[src/hw/rtl/saph_pkg.sv]
package saph_pkg;

    // Field widths
    localparam int unsigned MODE_W   = 2;
    localparam int unsigned LETTER_W = 5;
    localparam int unsigned POS_W    = 13;
    localparam int unsigned STATUS_W = 2;

    // Hash arithmetic
    localparam int unsigned HASH_W  = 30;
    localparam int unsigned PROD_W  = 2 * HASH_W;
    localparam int unsigned MU_W    = HASH_W + 1;
    localparam int unsigned RED_W   = 32;
    localparam int unsigned PRIME_W = 7;

    localparam logic [HASH_W-1:0] HASH_MOD     = 30'd1000000007;
    localparam logic [RED_W-1:0]  HASH_MOD_X1  = 32'd1000000007;
    localparam logic [RED_W-1:0]  HASH_MOD_X2  = 32'd2000000014;

    // Barrett factor floor(2^60 / modulus)
    localparam logic [63:0]     BARRETT_MU_WIDE = 64'h1000_0000_0000_0000 / 64'd1000000007;
    localparam logic [MU_W-1:0] BARRETT_MU      = BARRETT_MU_WIDE[MU_W-1:0];

    // Multiply-reduce pipeline latency, operands to reduced result
    localparam int unsigned PIPE_DEPTH = 4;
    localparam int unsigned CNT_W      = $clog2(PIPE_DEPTH);

    typedef enum logic [MODE_W-1:0] {
        MODE_APPEND_A = 2'd0,
        MODE_APPEND_B = 2'd1,
        MODE_QUERY    = 2'd2,
        MODE_CLEAR    = 2'd3
    } mode_t;

    typedef enum logic [STATUS_W-1:0] {
        STATUS_OK    = 2'd0,
        STATUS_FULL  = 2'd1,
        STATUS_RANGE = 2'd2
    } status_t;

    typedef enum logic [1:0] {
        RD_NONE   = 2'd0,
        RD_PAIR1  = 2'd1,
        RD_PAIR2  = 2'd2,
        RD_APPEND = 2'd3
    } rd_sel_t;

    typedef enum logic [2:0] {
        ST_IDLE         = 3'd0,
        ST_DISPATCH     = 3'd1,
        ST_QUERY_RD2    = 3'd2,
        ST_QUERY_WAIT   = 3'd3,
        ST_QUERY_CMP    = 3'd4,
        ST_APPEND_WAIT  = 3'd5,
        ST_APPEND_WRITE = 3'd6
    } state_t;

    typedef struct packed {
        logic    capture;
        rd_sel_t rd_sel;
        logic    write_en;
        logic    clear;
        logic    load_lhs;
        logic    reply;
        status_t reply_status;
        logic    reply_match;
    } ctl_cmd_t;

    typedef struct packed {
        mode_t mode;
        logic  full;
        logic  range_ok;
    } dp_stat_t;

    function automatic logic [PRIME_W-1:0] letter_prime(input logic [LETTER_W-1:0] letter);
        logic [PRIME_W-1:0] p;
        unique case (letter)
            5'd0:    p = 7'd2;
            5'd1:    p = 7'd3;
            5'd2:    p = 7'd5;
            5'd3:    p = 7'd7;
            5'd4:    p = 7'd11;
            5'd5:    p = 7'd13;
            5'd6:    p = 7'd17;
            5'd7:    p = 7'd19;
            5'd8:    p = 7'd23;
            5'd9:    p = 7'd29;
            5'd10:   p = 7'd31;
            5'd11:   p = 7'd37;
            5'd12:   p = 7'd41;
            5'd13:   p = 7'd43;
            5'd14:   p = 7'd47;
            5'd15:   p = 7'd53;
            5'd16:   p = 7'd59;
            5'd17:   p = 7'd61;
            5'd18:   p = 7'd67;
            5'd19:   p = 7'd71;
            5'd20:   p = 7'd73;
            5'd21:   p = 7'd79;
            5'd22:   p = 7'd83;
            5'd23:   p = 7'd89;
            5'd24:   p = 7'd97;
            default: p = 7'd101;   // z, and letter codes past z saturate to z
        endcase
        return p;
    endfunction

endpackage

[src/hw/rtl/saph_ctrl.sv]
module saph_ctrl (
    input  logic               clk,
    input  logic               rst_n,
    input  logic               start,
    input  saph_pkg::dp_stat_t stat,
    output saph_pkg::ctl_cmd_t cmd,
    output logic               busy
);

    localparam int unsigned CW = saph_pkg::CNT_W;

    saph_pkg::state_t state_reg;
    saph_pkg::state_t state_next;
    logic [CW-1:0]    cnt_reg;
    logic [CW-1:0]    cnt_next;
    logic             cnt_last;

    always_ff @(posedge clk or negedge rst_n)
    begin
        if (!rst_n)
        begin
            state_reg <= saph_pkg::ST_IDLE;
            cnt_reg   <= '0;
        end
        else
        begin
            state_reg <= state_next;
            cnt_reg   <= cnt_next;
        end
    end

    assign cnt_last = (cnt_reg == CW'(saph_pkg::PIPE_DEPTH - 1));

    always_comb
    begin
        state_next = state_reg;
        cnt_next   = cnt_reg;
        cmd        = '0;
        unique case (state_reg)
            saph_pkg::ST_IDLE:
            begin
                cmd.capture = start;
                if (start)
                begin
                    state_next = saph_pkg::ST_DISPATCH;
                end
            end
            saph_pkg::ST_DISPATCH:
            begin
                unique case (stat.mode) inside
                    saph_pkg::MODE_APPEND_A, saph_pkg::MODE_APPEND_B:
                    begin
                        if (stat.full)
                        begin
                            cmd.reply        = 1'b1;
                            cmd.reply_status = saph_pkg::STATUS_FULL;
                            state_next       = saph_pkg::ST_IDLE;
                        end
                        else
                        begin
                            cmd.rd_sel = saph_pkg::RD_APPEND;
                            cnt_next   = '0;
                            state_next = saph_pkg::ST_APPEND_WAIT;
                        end
                    end
                    saph_pkg::MODE_QUERY:
                    begin
                        if (!stat.range_ok)
                        begin
                            cmd.reply        = 1'b1;
                            cmd.reply_status = saph_pkg::STATUS_RANGE;
                            state_next       = saph_pkg::ST_IDLE;
                        end
                        else
                        begin
                            cmd.rd_sel = saph_pkg::RD_PAIR1;
                            state_next = saph_pkg::ST_QUERY_RD2;
                        end
                    end
                    default:
                    begin
                        cmd.clear        = 1'b1;
                        cmd.reply        = 1'b1;
                        cmd.reply_status = saph_pkg::STATUS_OK;
                        state_next       = saph_pkg::ST_IDLE;
                    end
                endcase
            end
            saph_pkg::ST_QUERY_RD2:
            begin
                cmd.rd_sel = saph_pkg::RD_PAIR2;
                cnt_next   = '0;
                state_next = saph_pkg::ST_QUERY_WAIT;
            end
            saph_pkg::ST_QUERY_WAIT:
            begin
                // lhs trails rhs by one stage; the last load keeps lhs
                cmd.load_lhs = 1'b1;
                if (cnt_last)
                begin
                    state_next = saph_pkg::ST_QUERY_CMP;
                end
                else
                begin
                    cnt_next = cnt_reg + CW'(1);
                end
            end
            saph_pkg::ST_QUERY_CMP:
            begin
                cmd.reply        = 1'b1;
                cmd.reply_status = saph_pkg::STATUS_OK;
                cmd.reply_match  = 1'b1;
                state_next       = saph_pkg::ST_IDLE;
            end
            saph_pkg::ST_APPEND_WAIT:
            begin
                if (cnt_last)
                begin
                    state_next = saph_pkg::ST_APPEND_WRITE;
                end
                else
                begin
                    cnt_next = cnt_reg + CW'(1);
                end
            end
            saph_pkg::ST_APPEND_WRITE:
            begin
                cmd.write_en     = 1'b1;
                cmd.reply        = 1'b1;
                cmd.reply_status = saph_pkg::STATUS_OK;
                state_next       = saph_pkg::ST_IDLE;
            end
            default:
            begin
                state_next = saph_pkg::ST_IDLE;
            end
        endcase
    end

    assign busy = (state_reg != saph_pkg::ST_IDLE);

    a_accept_dispatch: assert property (@(posedge clk) disable iff (!rst_n)
        (state_reg == saph_pkg::ST_IDLE && start) |=> (state_reg == saph_pkg::ST_DISPATCH))
        else $error("accepted item not dispatched");

    a_reply_ends_item: assert property (@(posedge clk) disable iff (!rst_n)
        cmd.reply |=> (state_reg == saph_pkg::ST_IDLE))
        else $error("controller still busy after reply");

endmodule

[config.mk]
export PLATFORM = sky130hd
export DESIGN_NAME = saph_ctrl
export DESIGN_NICKNAME = d
export VERILOG_FILES = /design/src/hw/rtl/saph_pkg.sv /design/src/hw/rtl/saph_ctrl.sv
export SDC_FILE = /design/constraint.sdc
export NUM_CORES = 1
export LEC_CHECK = 0
export ABC_AREA = 1
export BUFFER_PORTS_ARGS = -buffer_cell sky130_fd_sc_hd__clkbuf_2
export CAP_MARGIN = 25
export CORE_AREA = 2 2 39 41
export CTS_BUF_LIST = sky130_fd_sc_hd__clkbuf_2 sky130_fd_sc_hd__clkbuf_4 sky130_fd_sc_hd__clkbuf_8
export DETAILED_ROUTE_END_ITERATION = 12
export DIE_AREA = 0 0 41 43
export PLACE_DENSITY_LB_ADDON = 0.15
export SYNTH_ARGS = -nofsm -noshare
export SYNTH_HDL_FRONTEND = slang
export SYNTH_SLANG_ARGS = --single-unit
export TNS_END_PERCENT = 1
[constraint.sdc]
create_clock -name clk -period 1.03 [get_ports clk]
set_input_delay 0.206 -clock clk [delete_from_list [all_inputs] [get_ports clk]]
set_output_delay 0.206 -clock clk [all_outputs]
set_load 0.02 [all_outputs]
==> reports/qor.yml, run 1 <==
status:
  outcome: "finished with violations"
  violations: "setup timing"
setup_path:
  cpMostUsedCell: "nand2_2"
  path_buf_inv: 2
  cp_slowest_stage_delay_ns: 0.38
  crit_chain: "inv_2, nand2_2, nor2_4, nand2_2, o22ai_2, clkbuf_8"
  regToRegStartpoint: "state_reg[1]"
  rrSetupSlack_ns: -0.18
  startpoint: "state_reg[1]"
  r2r_cells: 9
  crit_path_end_kind: "primary output"
  worstPathArrival_ns: 1.26
  critical_path_cell_count: 6
  startpoint_type: "flop"
  crit_family: "flip-flops"
  cp.required_ns: 0.82
  crit_path_top_delay_cell: "dfrtp_1"
  r2r-end: "state_reg[0]"
  crit_fanout: 4
  cp-endpoint: "cmd[3]"
  criticalPathCategory: "flop to primary output"
detailed_routing:
  drc: 0
  wirelength_um: 1280
  routedWlPerCell_um: 9.54
  first_pass_iters: 4
  vias: 590
  detail-route-antenna-nets: 0
  viasPerCell: 4.40
  drtIter0Drc: 6
layout:
  layout.cells.non_filler: 134
  antenna_cells: 0
  largest_reg_flops: 3
  area_growth_pct: 93.3
  nets: 127
  drive_above_1_share: 0.585
  final_area_sq_um: 868
  multi_input_area_sq_um: 332
  fillers: 124
  seqCellArea_sq_um: 128
synth:
  netlist_area_sq_um: 449
  synthDistinctLibCells: 15
  synth_fp_nets: 82
  yosysWarnings: 0
  seq_area_frac_synth: 0.279
  syn_area_per_cell_sq_um: 6.07
  synthCells: 74
  synth_seq_cells: 5
power:
  power_w: 0.00219
  peakVddDrop_mv: 1.38
  power_leakage_nw: 0.505
  power_density_mw_per_mm2: 2530
die:
  initial_core_util: 0.325
  io_pins: 18
  die_h_um: 43
  fp-row-count: 14
  die_area_sq_mm: 0.00176
  chipWidth_um: 41
  core_sq_mm: 0.00138
clock_network:
  cts_buffer_depth: 2
  cts.sinks: 5
  clkLatencyLatePin_ns: 0.23
  root_buffer: "clkbuf_4"
  cts_inserted_buffers: 3
  htreeDepth: 1
  tritoncts: "yes"
  clkTransAtPathRegs_ns: 0.04
global_routing:
  grt_max_degree: 8
  grt_first_pass_wirelength_um: 2080
  grt_pass1_vias: 565
  grt_usage: 0.174
  overflow: 0
  antenna_found_initial: 0
placement:
  portBuffers: 17
  gp_congestion: 0.743
  hpwl_um: 1030
  dp.cells: 127
  placed_cell_area_sq_um: 738
timing:
  worstMarginPinSlew_ns: 0.239
  skew_ns: 0.000410
  tns_ns: -4.84
  finalSetupViolations: 16
  max_freq_mhz: 683
  setup_slack_ns: -0.433
  rsz0062_at_grt: "true"
  fin_crit_ns: 1.46
  hold_viol_final: 0
  drv_slew: 0
  slew-limit-headroom: 0.840
  fin_crit_sh: 1.42
worst_hold_path:
  hold_path_class: "input port to async pin"
flow_run:
  drv_cap: 0
==> per-layer routing <==
layer	vias to the layer above	share of wire	GRT usage
li1	322	-	-
met1	255	0.41	0.197
met2	13	0.55	0.284
met3	0	0.035	0.0314
met4	0	0	0.100
met5	-	0	0
==> cell usage after synthesis <==
master / number / share of area
ha_1: 1 / 0.028
dfrtp_1: 5 / 0.28
inv_1: 10 / 0.084
nand2_2: 2 / 0.028
nand3_2: 2 / 0.045
o22ai_1: 1 / 0.014
nor3_1: 3 / 0.033
buf_4: 1 / 0.017
inv_2: 3 / 0.025
nand4_2: 1 / 0.028
nand4_1: 2 / 0.028
nand2_1: 24 / 0.20
nand3_1: 8 / 0.089
nor2_2: 2 / 0.028
nor2_1: 9 / 0.075
==> power breakdown <==
part | switching (W) | internal, W | leakage (nW)
registers | 0.0000832 | 0.000273 | 0.0635
logic | 0.000859 | 0.000737 | 0.423
clock network | 0.0000706 | 0.000172 | 0.0184
==> cells by family after synthesis <==
kind of cell             count (synthesis)  synth area share
adder cells (fa/ha/maj)                  1            0.0279
flip-flops                               5             0.279
AND/OR/NAND/NOR                         53             0.554
AO/OA/AOI/OAI                            1            0.0139
buffers and inverters                   14             0.125
==> area by class of cell <==
cell class	instances	area share
Clock buffer	4	0.0346
Inverter	13	0.0591
Multi-Input combinational cell	55	0.382
Sequential cell	5	0.147
Tap cell	16	0.0231
Timing Repair Buffer	41	0.354
==> cells in the final DEF, fill, tap and decap left out, types with 3 or more instances in the layout <==
cell type,Yosys,final
buf_4,1,26
buf_6,0,3
inv_1,10,10
nand2_1,24,19
nand2_2,2,6
nor2_1,9,7
dfrtp_1,5,3
clkbuf_4,0,6
nand3_2,2,4
clkbuf_2,0,8
nor3_2,0,3
nand3_1,8,6
==> timing repair <==
item	in CTS	in global routing
setup endpoints to repair	16	16
buffers inserted	2	0
endpoints found under the hold margin	5	0
hold buffers	1	0
pin swaps	1	0
resized for setup	16	15
==> how the worst min path moves through the flow <==
stage,from,to,slack [ns],depth (start not counted)
after floorplan,rst_n,cnt_reg[0],-0.09,0
final,rst_n,cnt_reg[0],0.32,2
after global placement,rst_n,cnt_reg[1],0.03,1
after detailed placement,rst_n,cnt_reg[0],0.03,1
after CTS,rst_n,cnt_reg[0],0.31,2
after global routing,rst_n,state_reg[1],0.32,2
==> per-stage QoR <==
step / hold slack (ns) / setup WS [ns] / util
after floorplan: -0.0896 / -0.164 / -
final: 0.321 / -0.433 / 0.627
after CTS: 0.310 / -0.428 / 0.608
after global routing: 0.322 / -0.503 / 0.627
after global placement: 0.0254 / -0.196 / 0.533
after detailed placement: 0.0281 / -0.234 / 0.533
(Power assumes the default switching activity.)
==> run 2: changes to the inputs <==
==> constraint.sdc (replaced) <==
create_clock -name clk -period 1.03 [get_ports clk]
set_input_delay 0.0515 -clock clk [delete_from_list [all_inputs] [get_ports clk]]
set_output_delay 0.0515 -clock clk [all_outputs]
set_load 0.02 [all_outputs]
==> reports/qor.yml, run 2 (synthesis results as in run 1) <==
clock_network:
  cts.sinks: 5  # unchanged
  tritoncts: "yes"
  clkLatencyLatePin_ns: 0.23  # about the same
  cts_buffer_depth: 2  # unchanged
  root_buffer: "clkbuf_4"
  clkTransAtPathRegs_ns: 0.04  # about the same
  htreeDepth: 1  # unchanged
  cts_inserted_buffers: 3  # unchanged
detailed_routing:
  detail-route-antenna-nets: 0  # unchanged
  first_pass_iters: 3  # -1
  routedWlPerCell_um: 9.82  # +2.9%
  vias: 560  # -5.1%
  viasPerCell: 4.44  # +0.94%
  drc: 0  # unchanged
  drtIter0Drc: 10  # +4
  wirelength_um: 1240  # -3.3%
timing:
  rsz0062_at_grt: "true"
  finalSetupViolations: 16  # unchanged
  worstMarginPinSlew_ns: 0.214  # -0.0245 ns
  fin_crit_ns: 1.35  # -0.109 ns
  hold_viol_final: 0  # unchanged
  slew-limit-headroom: 0.857  # +0.0164
  max_freq_mhz: 738  # +8.0%
  drv_slew: 0  # unchanged
  fin_crit_sh: 1.31  # -0.106
  setup_slack_ns: -0.324  # +0.109 ns
  skew_ns: 0.000408  # -0.00000211 ns
power:
  power_w: 0.00208  # -5.0%
  power_leakage_nw: 0.465  # -7.9%
  power_density_mw_per_mm2: 2620  # +3.8%
  peakVddDrop_mv: 1.47  # +6.9%
layout:
  area_growth_pct: 76.9
  final_common_cell: "nand2_1"
  final_area_sq_um: 795  # -8.5%
  nets: 119  # -6.3%
  final_cell_mix: "21 x nand2_1, 19 x buf_4, 10 x inv_1"
  largest_reg_flops: 3  # unchanged
  drive_above_1_share: 0.527  # -0.0575
  finish.utilization: 0.574  # -0.0533
  fillers: 141  # +14%
  antenna_cells: 0  # unchanged
global_routing:
  grt_max_degree: 9  # +1
  grt_usage: 0.170  # -0.00421
  grt_first_pass_wirelength_um: 2010  # -3.0%
  grt_pass1_vias: 507  # -10%
  antenna_found_initial: 0  # unchanged
  overflow: 0  # unchanged
placement:
  gp_congestion: 0.753  # +1.4%
  placed_cell_area_sq_um: 624  # -15%
  portBuffers: 17  # unchanged
  hpwl_um: 894  # -13%
setup_path:
  crit_fanout: 4  # unchanged
  crit_path_end_kind: "primary output"
  criticalPathCategory: "flop to primary output"
  cp.required_ns: 0.98  # +0.16 ns
  startpoint_type: "flop"
  worstPathArrival_ns: 1.30  # +0.04 ns
status:
  outcome: "finished with violations"
  violations: "setup timing"
die:
  io_pins: 18  # unchanged
  initial_core_util: 0.325  # unchanged
  fp-row-count: 14  # unchanged
  die_area_sq_mm: 0.00176  # unchanged
  die_h_um: 43  # unchanged
  core_sq_mm: 0.00138  # unchanged
  chipWidth_um: 41  # unchanged
flow_run:
  drv_cap: 0  # unchanged
worst_hold_path:
  hold_path_class: "input port to async pin"
==> run 2: cell count changes in the layout (fill, tap and decap cells not counted), sizes merged <==
cell and delta:
clkbuf +1, buf -9
==> run 2: routing by layer <==
metal  track usage  routed length [um]  vias to the layer above
met5             0                   0                        -
met4         0.120                  25                        0
met3        0.0157                  41                        4
met2         0.272                 632                       15
met1         0.196                 537                      238
li1              -                   -                      303
==> run 2: final cells by class <==
cell class	count	area [sq um]	share of cell area
inverter	13	51.3	0.0646
timing repair buffer	33	249	0.313
multi-input combinational	55	317	0.398
clock buffer	4	30.0	0.0378
sequential	5	128	0.161
tap	16	20.0	0.0252
==> run 2: where the power goes <==
| part | total (W) | switching (W) | internal, W |
|---|---|---|---|
| sequential | 0.000377 | 0.000105 | 0.000273 |
| combinational | 0.00146 | 0.000794 | 0.000669 |
| clock | 0.000243 | 0.0000708 | 0.000172 |
| total | 0.00208 | 0.000970 | 0.00111 |
==> run 2: stage by stage <==
stage	TNS, ns	setup WS [ns]	cells	hold slack, ns
after floorplan	-0.838	-0.139	74	-0.244
after global placement	-0.901	-0.128	116	-0.123
after detailed placement	-0.986	-0.125	116	-0.124
after CTS	-3.82	-0.319	126	0.159
after global routing	-4.88	-0.390	126	0.166
final	-3.81	-0.324	126	0.162
==> run 2: final timing paths <==
check | end | cells after the start | slack (ns) | startpoint
min in group clk | state_reg[2] | 6 | 0.28 | stat[1]
worst max-delay path | cmd[6] | 5 | -0.32 | state_reg[1]
worst max register to register | state_reg[2] | 7 | -0.19 | state_reg[1]
max in group asynchronous | state_reg[2] | 2 | 0.72 | rst_n
worst min-delay path | state_reg[1] | 2 | 0.16 | rst_n
worst min register to register | cnt_reg[1] | 2 | 0.48 | cnt_reg[1]
==> run 2: critical path, stage by stage (launching register included) <==
cell	delay [ns]
dfrtp_1	0.40
buf_4	0.14
nand2_1	0.12
buf_4	0.16
nor2_1	0.08
clkbuf_4	0.17
==> run 2: repair_timing <==
item / 4_1_cts / 5_1_grt
endpoints found under the hold margin: 5 / 0
setup buffers: 5 / 0
gates cloned: 0 / 0
hold buffers: 1 / 0
pin swaps: 4 / 3
resized for setup: 22 / 9
setup endpoints to repair: 16 / 16
==> run 3: changes to the inputs <==
--- a/config.mk
+++ b/config.mk
@@ -9,9 +9,9 @@
 export BUFFER_PORTS_ARGS = -buffer_cell sky130_fd_sc_hd__clkbuf_2
 export CAP_MARGIN = 25
 export CORE_AREA = 2 2 39 41
-export CTS_BUF_LIST = sky130_fd_sc_hd__clkbuf_2 sky130_fd_sc_hd__clkbuf_4 sky130_fd_sc_hd__clkbuf_8
 export DETAILED_ROUTE_END_ITERATION = 12
 export DIE_AREA = 0 0 41 43
+export GPL_TIMING_DRIVEN = 0
 export PLACE_DENSITY_LB_ADDON = 0.15
 export SYNTH_ARGS = -nofsm -noshare
 export SYNTH_HDL_FRONTEND = slang
==> reports/qor.yml, run 3 (synthesis results as in run 1) <==
timing:
  setup_slack_ns: -0.268  # +0.0564 ns
  rsz0062_at_grt: "true"
  worstMarginPinSlew_ns: 0.273  # +0.0592 ns
  fin_crit_sh: 1.26  # -0.0547
  hold_slack_ns: 0.166  # +0.00400 ns
  finalSetupViolations: 16  # unchanged
  max_freq_mhz: 771  # +4.3%
  fin_crit_ns: 1.30  # -0.0564 ns
  skew_ns: 0.00204  # +0.00163 ns
  hold_viol_final: 0  # unchanged
  slew-limit-headroom: 0.817  # -0.0396
  drv_slew: 0  # unchanged
layout:
  final_common_cell: "nand2_1"
  antenna_cells: 0  # unchanged
  largest_reg_flops: 3  # unchanged
  area_growth_pct: 73.3
  final_cell_mix: "20 x nand2_1, 14 x buf_4, 10 x inv_1"
  nets: 114  # -4.2%
  final_area_sq_um: 778  # -2.0%
  finish.utilization: 0.562  # -0.0118
  fillers: 138  # -2.1%
  drive_above_1_share: 0.495  # -0.0320
detailed_routing:
  routedWlPerCell_um: 10.5  # +7.3%
  met2_length_um: 691  # +9.3%
  detail-route-antenna-nets: 0  # unchanged
  wl_met1_um: 531  # -1.1%
  drc: 0  # unchanged
  top_layer: "met3"
  first_pass_iters: 4  # +1
  viasPerCell: 4.55  # +2.5%
  wl_met3_um: 52  # +27%
  vias: 551  # -1.6%
  wirelength_um: 1280  # +3.1%
  drtIter0Drc: 5  # -5
clock_network:
  root_buffer: "clkbuf_4"
  htreeDepth: 1  # unchanged
  tritoncts: "yes"
  cts.sinks: 5  # unchanged
  cts_buffer_depth: 2  # unchanged
  clkTransAtPathRegs_ns: 0.04  # about the same
  clkLatencyLatePin_ns: 0.23  # about the same
  cts_inserted_buffers: 3  # unchanged
global_routing:
  grt_max_degree: 7  # -2
  grt_first_pass_wirelength_um: 1940  # -3.8%
  antenna_found_initial: 0  # unchanged
  overflow: 0  # unchanged
  grt_pass1_vias: 477  # -5.9%
  grt_usage: 0.166  # -0.00387
placement:
  hpwl_um: 821  # -8.3%
  portBuffers: 17  # unchanged
  gp_congestion: 0.815  # +8.2%
  placed_cell_area_sq_um: 557  # -11%
power:
  power_w: 0.00210  # +0.79%
  peakVddDrop_mv: 1.94  # +32%
  p_int_w: 0.00109  # -2.3%
  p_sw_frac: 0.482  # +0.0166
  power_density_mw_per_mm2: 2700  # +2.9%
  power_leakage_nw: 0.444  # -4.7%
  clkPwrFrac: 0.102  # -0.015
  p_comb_frac: 0.740  # +0.038
  seq_power_share: 0.158  # -0.023
  switching_power_w: 0.00101  # +4.4%
die:
  core_sq_mm: 0.00138  # unchanged
  io_pins: 18  # unchanged
  chipWidth_um: 41  # unchanged
  die_area_sq_mm: 0.00176  # unchanged
  fp-row-count: 14  # unchanged
  initial_core_util: 0.325  # unchanged
  die_h_um: 43  # unchanged
setup_path:
  criticalPathCategory: "flop to primary output"
  crit_path_end_kind: "primary output"
  crit_fanout: 6  # +2
  worstPathArrival_ns: 1.25  # -0.05 ns
  cp.required_ns: 0.98  # about the same
  startpoint_type: "flop"
status:
  outcome: "finished with violations"
  violations: "setup timing"
worst_hold_path:
  hold_path_class: "input port to async pin"
flow_run:
  drv_cap: 0  # unchanged
[run 3: repair_timing]
action                                 in CTS  in global routing
setup endpoints to repair                  16                 16
setup buffers                               9                  0
pin swaps                                   2                  3
endpoints found under the hold margin       5                  0
resized for setup                          22                 15
hold buffers                                1                  0
[run 3: per-layer routing]
layer	GRT usage	vias to the layer above
met5	0	-
met4	0.100	0
met3	0.0314	0
met2	0.256	15
met1	0.200	240
li1	-	296
[run 3: final cells by class]
class	count	area, sq um	share of cell area
Multi-Input combinational cell	55	334	0.429
Timing Repair Buffer	27	209	0.268
Sequential cell	5	126	0.162
Inverter	13	51.3	0.0659
Clock buffer	4	26.3	0.0338
Tap cell	16	20.0	0.0257
Buffer	1	11.3	0.0145
[run 3: per-stage QoR]
stage | std cells | worst slack, ns | TNS [ns]
after detailed placement | 107 | -0.164 | -1.25
after CTS | 121 | -0.276 | -3.24
after global placement | 107 | -0.155 | -1.23
after floorplan | 74 | -0.139 | -0.838
final | 121 | -0.268 | -3.25
after global routing | 121 | -0.349 | -4.47
[run 3: worst max-delay path, stage by stage (launching register included)]
cell	delay, ns
dfrtp_1	0.36
buf_6	0.13
inv_1	0.13
nand3_2	0.13
nor2_2	0.09
clkbuf_2	0.16
[run 3: path summary, 6_finish.rpt]
kind / from / to / slack, ns / cells past startpoint
max: state_reg[0] / cmd[9] / -0.27 / 5
min: rst_n / cnt_reg[0] / 0.17 / 2
max reg2reg: state_reg[1] / state_reg[1] / -0.22 / 9
min reg2reg: cnt_reg[1] / cnt_reg[1] / 0.48 / 2
max in group asynchronous: rst_n / state_reg[2] / 0.72 / 2
min in group clk: stat[1] / state_reg[2] / 0.28 / 6
[run 3: power by group through the flow]
stage / clock network [W] / registers (W) / logic [W]
after CTS: 0.000228 / 0.000329 / 0.00141
after global placement: 0 / 0.000322 / 0.00104
after detailed placement: 0 / 0.000324 / 0.00104
after global routing: 0.000233 / 0.000336 / 0.00172
final: 0.000215 / 0.000331 / 0.00155
after floorplan: 0 / 0.000312 / 0.000799
